$ cat src/rtl/sct_pkg.sv
// Shared constants, register and surface codes, and sequencer states of the sector timer.
`default_nettype none

package sct_pkg;

   // Fixed-point format and field widths
   localparam int FRACTION_BITS = 16;
   localparam int MAX_SECTORS   = 4;
   localparam int POS_W         = 16;
   localparam int TICK_W        = 32;
   localparam int TIME_W        = 48;
   localparam int SECTOR_W      = 2;
   localparam int COUNT_W       = 3;
   localparam int CSR_INDEX_W   = 3;
   localparam int CSR_DATA_W    = 16;

   // Derived datapath widths
   localparam int PREV_W      = POS_W + 2;
   localparam int NUM_W       = POS_W + 3;
   localparam int DEN_W       = POS_W + 1;
   localparam int QUO_W       = DEN_W + FRACTION_BITS;
   localparam int QUO_LO_W    = DEN_W;
   localparam int QUO_HI_W    = QUO_W - QUO_LO_W;
   localparam int DMAG_W      = TICK_W + 1;
   localparam int DELTA_W     = TICK_W + 2;
   localparam int MUL_W       = DMAG_W + QUO_LO_W;
   localparam int MAGSUM_W    = MUL_W + QUO_LO_W + 1;
   localparam int MAG_W       = 63;
   localparam int SUM_W       = MAG_W + 2;
   localparam int DIV_CNT_W   = $clog2(QUO_W);
   localparam int ONE_FX      = 1 << FRACTION_BITS;

   localparam logic [MAG_W-1:0] PROD_LIMIT = MAG_W'(1) << (MAG_W - 1);

   // Configuration register indexes
   localparam logic [CSR_INDEX_W-1:0] CSR_SECTOR_COUNT = 3'd0;
   localparam logic [CSR_INDEX_W-1:0] CSR_BOUNDARY_0   = 3'd1;
   localparam logic [CSR_INDEX_W-1:0] CSR_BOUNDARY_1   = 3'd2;
   localparam logic [CSR_INDEX_W-1:0] CSR_BOUNDARY_2   = 3'd3;
   localparam logic [CSR_INDEX_W-1:0] CSR_BOUNDARY_3   = 3'd4;

   // Surface codes; anything unlisted counts as off track
   localparam logic [2:0] SURF_NOT_IN_WORLD = 3'd0;
   localparam logic [2:0] SURF_OFF_TRACK    = 3'd1;
   localparam logic [2:0] SURF_PIT_STALL    = 3'd2;
   localparam logic [2:0] SURF_PIT_APPROACH = 3'd3;
   localparam logic [2:0] SURF_ON_TRACK     = 3'd4;

   // Sequencer states
   typedef enum logic [6:0] {
      ST_IDLE   = 7'b0000001,
      ST_EVAL   = 7'b0000010,
      ST_DIVIDE = 7'b0000100,
      ST_MUL_LO = 7'b0001000,
      ST_MUL_HI = 7'b0010000,
      ST_SAT    = 7'b0100000,
      ST_SUM    = 7'b1000000
   } state_type;

endpackage

`default_nettype wire

$ cat src/rtl/sector_crossing_timer_unit.sv
// Sector crossing timer: sector search, serial divide and shared multiplier for crossing time.
// Steps: an item with no sector change is done after acceptance with one evaluation step.
// An item with a sector change shows its transaction after acceptance: 33 divide steps
// in the restoring divider, two passes of one 33x17 multiplier, saturate, sum; a zero divisor
// skips the divider. The sum waits for a free output; new items are taken only in idle.
// Reset: synchronous, active high; no sector, position and tick -1, pit flags clear, registers
// at their reset values; no clearing pass.
`default_nettype none

module sector_crossing_timer_unit
   import sct_pkg::*;
(
   input  wire                          clock,
   input  wire                          reset,

   input  wire                          req_valid,
   output logic                         req_ready,
   input  wire  [TICK_W-1:0]            req_tick,
   input  wire  [POS_W-1:0]             req_lap_position,
   input  wire  [2:0]                   req_surface,

   output logic                         rsp_valid,
   input  wire                          rsp_ready,
   output logic [TIME_W-1:0]            rsp_crossing_time,
   output logic signed [2:0]            rsp_from_sector,
   output logic [SECTOR_W-1:0]          rsp_to_sector,
   output logic                         rsp_crossed_line,
   output logic                         rsp_lap_pitted,

   input  wire                          csr_valid,
   output logic                         csr_ready,
   input  wire  [CSR_INDEX_W-1:0]       csr_index,
   input  wire  [CSR_DATA_W-1:0]        csr_data
);

   // Control state
   state_type                  state_ff, state_in;
   logic [COUNT_W-1:0]         sector_count_ff, sector_count_in;
   logic [POS_W-1:0]           boundary_ff [MAX_SECTORS];
   logic [POS_W-1:0]           boundary_in [MAX_SECTORS];
   logic signed [2:0]          cur_sector_ff, cur_sector_in;
   logic signed [PREV_W-1:0]   last_pos_ff, last_pos_in;
   logic signed [TICK_W:0]     last_tick_ff, last_tick_in;
   logic                       pitted_ff, pitted_in;
   logic                       suppress_ff, suppress_in;
   logic                       rsp_valid_ff, rsp_valid_in;

   // Datapath registers
   logic [TICK_W-1:0]          tick_ff, tick_in;
   logic [POS_W-1:0]           pos_ff, pos_in;
   logic [2:0]                 surface_ff, surface_in;
   logic [DMAG_W-1:0]          dmag_ff, dmag_in;
   logic signed [TICK_W:0]     base_ff, base_in;
   logic                       neg_ff, neg_in;
   logic [DEN_W-1:0]           rem_ff, rem_in;
   logic [QUO_W-1:0]           qd_ff, qd_in;
   logic [DEN_W-1:0]           den_ff, den_in;
   logic [DIV_CNT_W-1:0]       div_cnt_ff, div_cnt_in;
   logic [MUL_W-1:0]           plo_ff, plo_in;
   logic [MUL_W-1:0]           phi_ff, phi_in;
   logic [MAG_W-1:0]           mag_ff, mag_in;
   logic [TIME_W-1:0]          time_ff, time_in;
   logic [SECTOR_W-1:0]        new_sector_ff, new_sector_in;
   logic signed [2:0]          old_sector_ff, old_sector_in;
   logic                       line_ff, line_in;
   logic                       lap_pitted_ff, lap_pitted_in;
   logic [TIME_W-1:0]          rsp_time_ff, rsp_time_in;
   logic signed [2:0]          rsp_from_ff, rsp_from_in;
   logic [SECTOR_W-1:0]        rsp_to_ff, rsp_to_in;
   logic                       rsp_line_ff, rsp_line_in;
   logic                       rsp_pitted_ff, rsp_pitted_in;

   // Evaluation step signals
   logic [COUNT_W-1:0]         used_count;
   logic [SECTOR_W-1:0]        last_sector;
   logic [SECTOR_W-1:0]        sector_sel;
   logic [POS_W-1:0]           mark;
   logic signed [PREV_W-1:0]   pos_ext;
   logic signed [PREV_W-1:0]   prev;
   logic signed [PREV_W-1:0]   span;
   logic signed [NUM_W-1:0]    num;
   logic [DEN_W-1:0]           num_mag;
   logic signed [DELTA_W-1:0]  delta;
   logic                       sector_changed;
   logic                       crossed;
   logic                       pit_set;
   logic                       pitted_now;

   // Divider, multiplier and summing signals
   logic [DEN_W:0]             trial;
   logic                       trial_ge;
   logic [QUO_LO_W-1:0]        mul_b;
   logic [MUL_W-1:0]           mul_p;
   logic [MAGSUM_W-1:0]        mag_sum;
   logic signed [SUM_W-1:0]    base_sh;
   logic signed [SUM_W-1:0]    mag_ext;
   logic signed [SUM_W-1:0]    t_sum;

   logic                       req_fire;
   logic                       out_free;

   assign req_ready         = (state_ff == ST_IDLE) && !reset;
   assign req_fire          = req_valid && req_ready;
   assign out_free          = !rsp_valid_ff || rsp_ready;
   assign csr_ready         = !reset;
   assign rsp_valid         = rsp_valid_ff;
   assign rsp_crossing_time = rsp_time_ff;
   assign rsp_from_sector   = rsp_from_ff;
   assign rsp_to_sector     = rsp_to_ff;
   assign rsp_crossed_line  = rsp_line_ff;
   assign rsp_lap_pitted    = rsp_pitted_ff;

   // Clamp the sector count and locate the sector of the held position
   always_comb begin
      if (sector_count_ff == '0) begin
         used_count = COUNT_W'(1);
      end else if (sector_count_ff > COUNT_W'(MAX_SECTORS)) begin
         used_count = COUNT_W'(MAX_SECTORS);
      end else begin
         used_count = sector_count_ff;
      end
      last_sector = SECTOR_W'(used_count - COUNT_W'(1));
      sector_sel  = last_sector;
      for (int i = MAX_SECTORS - 1; i >= 1; i--) begin
         if (COUNT_W'(i) < used_count && pos_ff < boundary_ff[i]) begin
            sector_sel = SECTOR_W'(i - 1);
         end
      end
      mark           = boundary_ff[sector_sel];
      sector_changed = ($signed({1'b0, sector_sel}) != cur_sector_ff);
      crossed        = (sector_sel == '0) &&
                       (cur_sector_ff == $signed({1'b0, last_sector}));
   end

   // Interpolation operands: unwrap the previous position, form numerator, span and tick delta
   always_comb begin
      pos_ext = $signed({2'b00, pos_ff});
      if (last_pos_ff > pos_ext) begin
         prev = last_pos_ff - $signed(PREV_W'(ONE_FX));
      end else begin
         prev = last_pos_ff;
      end
      num     = $signed({3'b000, mark}) - $signed({prev[PREV_W-1], prev});
      span    = pos_ext - prev;
      num_mag = num[NUM_W-1] ? DEN_W'(-num) : num[DEN_W-1:0];
      delta   = $signed({2'b00, tick_ff}) - $signed({last_tick_ff[TICK_W], last_tick_ff});
   end

   // Pit flag update for the held surface code
   always_comb begin
      pit_set    = ((surface_ff == SURF_PIT_STALL) || (surface_ff == SURF_PIT_APPROACH)) &&
                   !suppress_ff;
      pitted_now = pitted_ff || pit_set;
   end

   // Restoring divide step, shared multiplier and final sum
   always_comb begin
      trial    = {rem_ff, qd_ff[QUO_W-1]};
      trial_ge = (trial >= {1'b0, den_ff});
      if (state_ff == ST_MUL_LO) begin
         mul_b = qd_ff[QUO_LO_W-1:0];
      end else begin
         mul_b = QUO_LO_W'(qd_ff[QUO_W-1:QUO_LO_W]);
      end
      mul_p   = MUL_W'(dmag_ff) * MUL_W'(mul_b);
      mag_sum = MAGSUM_W'(plo_ff) + (MAGSUM_W'(phi_ff) << QUO_LO_W);
      base_sh = $signed(SUM_W'(base_ff)) <<< FRACTION_BITS;
      mag_ext = $signed({2'b00, mag_ff});
      t_sum   = neg_ff ? (base_sh - mag_ext) : (base_sh + mag_ext);
   end

   // Sequencer and next-state logic
   always_comb begin
      state_in        = state_ff;
      sector_count_in = sector_count_ff;
      boundary_in     = boundary_ff;
      cur_sector_in   = cur_sector_ff;
      last_pos_in     = last_pos_ff;
      last_tick_in    = last_tick_ff;
      pitted_in       = pitted_ff;
      suppress_in     = suppress_ff;
      rsp_valid_in    = rsp_valid_ff;
      tick_in         = tick_ff;
      pos_in          = pos_ff;
      surface_in      = surface_ff;
      dmag_in         = dmag_ff;
      base_in         = base_ff;
      neg_in          = neg_ff;
      rem_in          = rem_ff;
      qd_in           = qd_ff;
      den_in          = den_ff;
      div_cnt_in      = div_cnt_ff;
      plo_in          = plo_ff;
      phi_in          = phi_ff;
      mag_in          = mag_ff;
      time_in         = time_ff;
      new_sector_in   = new_sector_ff;
      old_sector_in   = old_sector_ff;
      line_in         = line_ff;
      lap_pitted_in   = lap_pitted_ff;
      rsp_time_in     = rsp_time_ff;
      rsp_from_in     = rsp_from_ff;
      rsp_to_in       = rsp_to_ff;
      rsp_line_in     = rsp_line_ff;
      rsp_pitted_in   = rsp_pitted_ff;

      // Drop the result transaction once taken
      if (rsp_valid_ff && rsp_ready) begin
         rsp_valid_in = 1'b0;
      end

      // Write configuration registers; unknown indexes are ignored
      if (csr_valid && csr_ready) begin
         unique case (csr_index)
            CSR_SECTOR_COUNT: sector_count_in = COUNT_W'(csr_data);
            CSR_BOUNDARY_0:   boundary_in[0]  = csr_data;
            CSR_BOUNDARY_1:   boundary_in[1]  = csr_data;
            CSR_BOUNDARY_2:   boundary_in[2]  = csr_data;
            CSR_BOUNDARY_3:   boundary_in[3]  = csr_data;
            default: begin
            end
         endcase
      end

      unique case (state_ff)
         ST_IDLE: begin
            if (req_fire) begin
               tick_in    = req_tick;
               pos_in     = req_lap_position;
               surface_in = req_surface;
               state_in   = ST_EVAL;
            end
         end

         ST_EVAL: begin
            if (surface_ff == SURF_NOT_IN_WORLD) begin
               pitted_in   = 1'b1;
               suppress_in = 1'b1;
               state_in    = ST_IDLE;
            end else begin
               if (pit_set) begin
                  suppress_in = 1'b1;
               end else if (surface_ff == SURF_ON_TRACK) begin
                  suppress_in = 1'b0;
               end
               pitted_in    = pitted_now;
               last_pos_in  = pos_ext;
               last_tick_in = $signed({1'b0, tick_ff});
               state_in     = ST_IDLE;
               if (sector_changed) begin
                  // Capture the crossing and start the interpolation
                  new_sector_in = sector_sel;
                  old_sector_in = cur_sector_ff;
                  line_in       = crossed;
                  lap_pitted_in = crossed && pitted_now;
                  if (crossed) begin
                     pitted_in = 1'b0;
                  end
                  cur_sector_in = $signed({1'b0, sector_sel});
                  dmag_in       = delta[DELTA_W-1] ? DMAG_W'(-delta) : delta[DMAG_W-1:0];
                  base_in       = last_tick_ff;
                  neg_in        = delta[DELTA_W-1] ^ num[NUM_W-1];
                  den_in        = span[DEN_W-1:0];
                  rem_in        = '0;
                  div_cnt_in    = '0;
                  if (span == '0) begin
                     qd_in    = '0;
                     state_in = ST_MUL_LO;
                  end else begin
                     qd_in    = {num_mag, FRACTION_BITS'(0)};
                     state_in = ST_DIVIDE;
                  end
               end
            end
         end

         ST_DIVIDE: begin
            // Shift in one quotient bit per cycle
            rem_in     = trial_ge ? DEN_W'(trial - {1'b0, den_ff}) : trial[DEN_W-1:0];
            qd_in      = {qd_ff[QUO_W-2:0], trial_ge};
            div_cnt_in = div_cnt_ff + DIV_CNT_W'(1);
            if (div_cnt_ff == DIV_CNT_W'(QUO_W - 1)) begin
               state_in = ST_MUL_LO;
            end
         end

         ST_MUL_LO: begin
            plo_in   = mul_p;
            state_in = ST_MUL_HI;
         end

         ST_MUL_HI: begin
            phi_in   = mul_p;
            state_in = ST_SAT;
         end

         ST_SAT: begin
            // Saturate the product magnitude
            if (mag_sum > MAGSUM_W'(PROD_LIMIT)) begin
               mag_in = PROD_LIMIT;
            end else begin
               mag_in = mag_sum[MAG_W-1:0];
            end
            state_in = ST_SUM;
         end

         ST_SUM: begin
            // Clamp the sum, then hand it to the output register when free
            if (t_sum[SUM_W-1]) begin
               time_in = '0;
            end else if (t_sum[SUM_W-2:TIME_W] != '0) begin
               time_in = '1;
            end else begin
               time_in = t_sum[TIME_W-1:0];
            end
            if (out_free) begin
               rsp_time_in   = time_in;
               rsp_from_in   = old_sector_ff;
               rsp_to_in     = new_sector_ff;
               rsp_line_in   = line_ff;
               rsp_pitted_in = lap_pitted_ff;
               rsp_valid_in  = 1'b1;
               state_in      = ST_IDLE;
            end
         end

         default: begin
            state_in = ST_IDLE;
         end
      endcase
   end

   // Control registers
   always_ff @(posedge clock) begin
      if (reset) begin
         state_ff        <= ST_IDLE;
         sector_count_ff <= COUNT_W'(1);
         boundary_ff[0]  <= '0;
         for (int i = 1; i < MAX_SECTORS; i++) begin
            boundary_ff[i] <= '1;
         end
         cur_sector_ff   <= -3'sd1;
         last_pos_ff     <= -$signed(PREV_W'(ONE_FX));
         last_tick_ff    <= '1;
         pitted_ff       <= 1'b0;
         suppress_ff     <= 1'b0;
         rsp_valid_ff    <= 1'b0;
      end else begin
         state_ff        <= state_in;
         sector_count_ff <= sector_count_in;
         boundary_ff     <= boundary_in;
         cur_sector_ff   <= cur_sector_in;
         last_pos_ff     <= last_pos_in;
         last_tick_ff    <= last_tick_in;
         pitted_ff       <= pitted_in;
         suppress_ff     <= suppress_in;
         rsp_valid_ff    <= rsp_valid_in;
      end
   end

   // Datapath registers
   always_ff @(posedge clock) begin
      tick_ff       <= tick_in;
      pos_ff        <= pos_in;
      surface_ff    <= surface_in;
      dmag_ff       <= dmag_in;
      base_ff       <= base_in;
      neg_ff        <= neg_in;
      rem_ff        <= rem_in;
      qd_ff         <= qd_in;
      den_ff        <= den_in;
      div_cnt_ff    <= div_cnt_in;
      plo_ff        <= plo_in;
      phi_ff        <= phi_in;
      mag_ff        <= mag_in;
      time_ff       <= time_in;
      new_sector_ff <= new_sector_in;
      old_sector_ff <= old_sector_in;
      line_ff       <= line_in;
      lap_pitted_ff <= lap_pitted_in;
      rsp_time_ff   <= rsp_time_in;
      rsp_from_ff   <= rsp_from_in;
      rsp_to_ff     <= rsp_to_in;
      rsp_line_ff   <= rsp_line_in;
      rsp_pitted_ff <= rsp_pitted_in;
   end

`ifndef SYNTH
   // An accepted transaction is evaluated in the following cycle
   assert property (@(posedge clock) disable iff (reset)
      req_fire |=> state_ff == ST_EVAL)
      else $error("accepted item not evaluated next cycle");

   // A zero divisor bypasses the divider with a zero quotient
   assert property (@(posedge clock) disable iff (reset)
      (state_ff == ST_MUL_LO && den_ff == '0) |-> qd_ff == '0)
      else $error("zero divisor produced nonzero quotient");

   // The saturated magnitude never exceeds the product limit
   assert property (@(posedge clock) disable iff (reset)
      state_ff == ST_SUM |-> mag_ff <= PROD_LIMIT)
      else $error("product magnitude above limit");

   // A result appears only out of the summing step
   assert property (@(posedge clock) disable iff (reset)
      $rose(rsp_valid_ff) |-> $past(state_ff == ST_SUM))
      else $error("result raised outside summing step");

   // A line crossing always enters sector zero
   assert property (@(posedge clock) disable iff (reset)
      (rsp_valid_ff && rsp_line_ff) |-> rsp_to_ff == '0)
      else $error("line crossing into nonzero sector");
`endif

endmodule

`default_nettype wire
$ cat config.mk
export PLATFORM = sky130hd
export DESIGN_NAME = sector_crossing_timer_unit
export DESIGN_NICKNAME = d
export VERILOG_FILES = /design/src/rtl/sct_pkg.sv /design/src/rtl/sector_crossing_timer_unit.sv
export SDC_FILE = /design/constraint.sdc
export NUM_CORES = 2
export LEC_CHECK = 0
export ABC_CLOCK_PERIOD_IN_PS = 13400
export BUFFER_PORTS_ARGS = -buffer_cell sky130_fd_sc_hd__buf_2
export CORE_MARGIN = 2
export CORE_UTILIZATION = 60
export DETAILED_ROUTE_END_ITERATION = 10
export GPL_ROUTABILITY_DRIVEN = 1
export GPL_TIMING_DRIVEN = 0
export PLACE_DENSITY = 0.77
export SLEW_MARGIN = 40
export SYNTH_ARGS = -nofsm -noshare
export SYNTH_HDL_FRONTEND = slang
export SYNTH_SLANG_ARGS = --single-unit
$ cat constraint.sdc
create_clock -name clock -period 13.4 [get_ports clock]
set_clock_uncertainty 0.05 [all_clocks]
set_input_delay 2.01 -clock clock [delete_from_list [all_inputs] [get_ports clock]]
set_output_delay 2.01 -clock clock [all_outputs]
set_load 0.005 [all_outputs]
[Word level (Yosys, flattened, before mapping)]
Cells that the tools add are included.
Word-level totals
  register bits after elaboration: 547
  bits of input ports: 75
  output and inout port bits: 58
  word-level logic and storage cells: 160
Operators by class
  add/subtract/negate cells: 12
  multipliers: 1
  magnitude comparators: 11
  equal/unequal tests: 22
  mux-type cells: 41
  bitwise gates (word level): 3
  reductions and logical operators: 36
Operator list (number)
  2-to-1 mux 33 bit: 4
  2-to-1 mux 17 bit: 5
  adder 50 x 67 -> 68 bit: 1
  greater-than comparator 68 x 63 -> 1 bit, second input constant: 1
  case mux 33 bit (2 select lines): 1
  adder 49 x 64 -> 65 bit: 1
  2-to-1 mux 65 bit: 1
  subtractor 49 x 64 -> 65 bit: 1
  multiplier 33 x 17 -> 50 bit: 1
  case mux 7 bit (7 select lines): 1
  < comparator 16 bit: 3
  2-to-1 mux 48 bit: 1
  case mux 17 bit (2 select lines): 1
  subtractor 33 x 33 -> 34 bit: 1
  negation 33 bit: 1
  binary-select mux 16 bit (select 2 bit): 1
  2-to-1 mux 16 bit: 2
  2-to-1 mux 7 bit: 3
  subtractor 17 x 18 -> 19 bit: 1
  greater-or-equal comparator 18 x 17 -> 1 bit: 1
  greater-than comparator 18 x 17 -> 1 bit: 1
  zero test 18 bit: 1
  2-to-1 mux 18 bit: 1
  AND reduction 2 bit: 9
  other kinds (42): 82

[Logic depth before layout (Yosys ltp)]
  depth after elaboration: 19
  mapped depth: 33
  gate-level depth less buffers: 31

[Least setup slack after synthesis]
Ideal clock, no wire load.
  path type: register to register
  start: register pos_ff[1]
  end: register div_cnt_ff[0], enable pin
  setup time: 0.420 ns
  data arrival time: 9.056 ns
  required time: 12.930 ns
  path slack: 3.874 ns
  cell stages (with the launch flop): 14
  path buffers: 1
  period minus slack after synthesis: 9.526 ns
  path through: edfxtp_1 -> ha_1 -> a21boi_0 -> o21ai_0 -> nand2b_1 -> a21oi_1 -> o21ai_0 -> a211o_1 -> a211o_1 -> or3b_2 -> clkbuf_1 -> xor2_1 -> a31oi_1 -> nand2b_1
On the way
  word-level cells in the longest chain between the ends: 8
  elaborated cells on any way between the ends: 12
  classes of those cells: 3 x order compare; 2 x eq/ne; 3 x mux; 4 x reduce/logical
Ends and longest elaborated chain
  start: declaration: line sector_crossing_timer_unit.sv:50  | logic [POS_W-1:0] pos_ff, pos_in;
  start signal: assignment: line sector_crossing_timer_unit.sv:364  | pos_ff <= pos_in;
  < comparator 16 bit: line sector_crossing_timer_unit.sv:125  | if (COUNT_W'(i) < used_count && pos_ff < boundary_ff[i]) begin
  logical AND 1 bit: line sector_crossing_timer_unit.sv:125
  2-to-1 mux 2 bit (2 in a row): line sector_crossing_timer_unit.sv:125
  2-to-1 mux 2 bit *: line sector_crossing_timer_unit.sv:125
  != test 3 bit *: line sector_crossing_timer_unit.sv:130  | sector_changed = ($signed({1'b0, sector_sel}) != cur_sector_ff);
  != test 2 bit (no source line) *
  AND reduction 3 bit (no source line) *
  end signal: assignment: line sector_crossing_timer_unit.sv:372  | div_cnt_ff <= div_cnt_in;
  end: declaration: line sector_crossing_timer_unit.sv:58  | logic [DIV_CNT_W-1:0] div_cnt_ff, div_cnt_in;
Every way passes the cells marked *; elsewhere a longest branch is shown, timed or not.
A chain may end at the register's enable or synchronous reset.

[Worst setup path in the final report]
  start: register state_ff[0]
  end: register plo_ff[46] (data pin)
On the way
  word-level cells in the longest chain between the ends: 3
Ends and longest elaborated chain
  start: declaration: line sector_crossing_timer_unit.sv:37  | state_type state_ff, state_in;
  start signal: assignment: line sector_crossing_timer_unit.sv:349  | state_ff <= state_in;
  == test 7 x 4 -> 1 bit: line sector_crossing_timer_unit.sv:160  | if (state_ff == ST_MUL_LO) begin
  2-to-1 mux 17 bit: line sector_crossing_timer_unit.sv:160
  multiplier 33 x 17 -> 50 bit: line sector_crossing_timer_unit.sv:165  | mul_p = MUL_W'(dmag_ff) * MUL_W'(mul_b);
  named net mul_p[46]: line sector_crossing_timer_unit.sv:93  | logic [MUL_W-1:0] mul_p;
  end signal: assignment: line sector_crossing_timer_unit.sv:373  | plo_ff <= plo_in;
  end: declaration: line sector_crossing_timer_unit.sv:59  | logic [MUL_W-1:0] plo_ff, plo_in;
The timed path passes the listed nets, and every way through them passes these cells.

==> run metrics <==
outcome finished clean; post-placement cell count 7068; Fmax 92.0 MHz; Initial DRT Pass Iterations 8; nets@finish 6923; Synth Area in Compound Gates 14.5%; synth top area cells edfxtp_1 (24%), fa_1 (18%), ha_1 (9.6%), inv_1 (6.0%), nand2_1 (5.2%); slowest stage delay, CP 740 ps; Slew HR 39.5%; antenna violation net count after detailed routing 0; Synth-to-Final Area Change 8.57%; PwrDens 253 nW/um^2; Max Slew Vio Count 0; port buffer count 131; IR drop worst, VDD 0.518 mV; Synth Area in XOR/XNOR 4.08%; Mapped Nets 6710; Post-Place Cell Area 54800 sq um; clk buf depth 3; post-DP HPWL 128000 um; Die X 299 um; crit path capture type register; DIE AREA 89700 sq um; IO Pins 133; Max Cap Viol 0; vias in the first global route 42739; share of cells above drive strength 1 5.54%; post-synthesis sequential area ratio 28.8%; GP Congestion 0.987; min cycle time layout 10870 ps; main combinational cell family by area after synthesis adder cells; WL per Instance 22.1 um; Crit Path Category reg2reg; RSZ-0062 raised after global routing no; Hold WC Path Type reg2reg; CTS resizes 0; initial antenna violation count 8; Yosys warning count 0; Gate Count Post-Synth 5763; period utilization 81.1%; leakage power 25.3 nW; critical path startpoint category register; Starting Density 60.5%; Synth top area share 23.9%; Num CTS Buffers 61; Congestion Overflow GR 0; Clock Pin Slew Worst Setup and Hold Paths 60 ps; detailed router's first-iteration violation count 3663; WL final 159000 um; Die H 299 um; Fin Setup TNS 0 ps; fin area 56900 sq um; slowest library cell on the worst path clkbuf_1; clk_lat worst skew 660 ps; core area 86600 sq um; asr flop ratio synth 0%; Synth top cells by count inv_1 (843), nand2_1 (725), fa_1 (470), edfxtp_1 (416), ha_1 (402); Post-Synthesis Cell Area 52400 sq um; Via Count 43249; post-CTS setup buffers 0; WP data required 13720 ps; DRC Markers 0; CTS tree done; simple-gate share of the synthesized area 16.8%; Final Setup Violations 0; Tot GR Track Use 35.5%; CTS Sinks 545; non-filler cells, final 7185; htree depth 2; Critical Path AT 11190 ps; Synth Area in Adders 27.6%; Critical Path Fanout Max 10; clock root cell clkbuf_16; Hold Fails Final Rpt 0; post-synthesis mux area share 0.332%; Least-Margin Pin Slew 907 ps; post-synthesis cell type count 89; row count 108; Yosys reg bits 545; Avg Cell Area, Syn 9.09 sq um; area leader, netlist edfxtp_1; Synth Flop Type edfxtp_1; CP most frequent cell fa_1; hold_buf cts 0; number of flops mapped to enable cells by yosys 416; first-pass GRT wire length 245000 um; fin util 65.6%; count leader, synth inv_1; largest net degree at the start of global routing 47; Avg Vias per Cell 6.02
power by group:
part / leakage (nW) / switching [mW] / total [mW] / internal (mW)
Combinational: 19.5 / 6.24 / 9.85 / 3.61
Clock: 0.984 / 0.733 / 1.68 / 0.943
Sequential: 4.87 / 0.0840 / 2.86 / 2.78
final timing paths:
path	start	endpoint	slack [ps]	cells past startpoint
worst min-delay path	line_ff$_DFFE_PP_	rsp_crossed_line$_DFFE_PP_	360	0
worst max-delay path	state_ff[0]$_SDFFE_PP1P_	plo_ff[46]$_DFFE_PP_	2530	29
worst min register to register	line_ff$_DFFE_PP_	rsp_crossed_line$_DFFE_PP_	360	0
worst max register to register	state_ff[0]$_SDFFE_PP1P_	plo_ff[46]$_DFFE_PP_	2530	29
through the flow:
| step | hold slack (ps) | setup WS (ps) | power [mW] |
|---|---|---|---|
| finish | 363 | 2530 | 14.4 |
| global placement | 352 | 550 | 12.3 |
| floorplan | 350 | 3870 | 9.45 |
| detailed placement | 355 | 2630 | 12.5 |
| CTS | 362 | 2580 | 14.2 |
| global route | 377 | 2280 | 15.6 |
kinds of logic after synthesis:
kind of cell / after synthesis
xor+xnor: 244
flops: 545
simple gates: 1809
mux: 17
compound gates: 1175
fa+ha+maj: 872
buf+inv: 1101
state kept, by name (all words and copies together), names as in the netlist, 33 cells and up:
register,flops
mag_ff,63
plo_ff,50
dmag_ff,33
phi_ff,50
qd_ff,33
boundary_ff,64
rsp_crossing_time,48
base_ff,33
critical path: cells and delay by family, from the launching register on:
| kind | cells | cell delay (ps) |
|---|---|---|
| adders and majority gates | 7 | 3590 |
| AOI/OAI and AO/OA | 8 | 2850 |
| and+or+nand+nor | 8 | 2050 |
| buffers and inverters | 6 | 1660 |
| DFF | 1 | 350 |
metal layers:
layer,up-vias,share of wire (%),track usage [%],routed length [um]
met5,-,0.056,0,89
met4,12,6.0,18.7,9490
met3,453,8.3,5.99,13100
met2,2024,46,57.4,73000
met1,20889,40,45.9,63100
li1,19871,-,-,-
layout by cell type, fill, tap and decap left out, types with 47 or more instances in the layout:
cell	count
inv_1	842
nand2_1	725
fa_1	470
edfxtp_1	416
ha_1	402
a21oi_1	334
and2_1	281
nor2_1	272
clkbuf_1	227
o21ai_0	193
xnor2_1	156
buf_2	147
dfxtp_1	129
o211ai_1	100
a31oi_1	100
a21o_1	90
xor2_1	88
nand3_1	82
nor3_1	79
and3_1	72
clkbuf_16	62
o31ai_1	57
nand4_1	51
nor2b_1	47
final cells by class:
| type | count | area [sq um] |
|---|---|---|
| multi-input combinational | 4117 | 33200 |
| inverter | 851 | 3200 |
| fill | 7133 | 29800 |
| antenna | 2 | 5.00 |
| buffer | 250 | 973 |
| sequential | 545 | 15100 |
| tap | 1155 | 1450 |
| clock buffer | 76 | 1650 |
| timing repair buffer | 150 | 927 |
| clock inverter | 39 | 355 |
(Power assumes the default switching activity.)
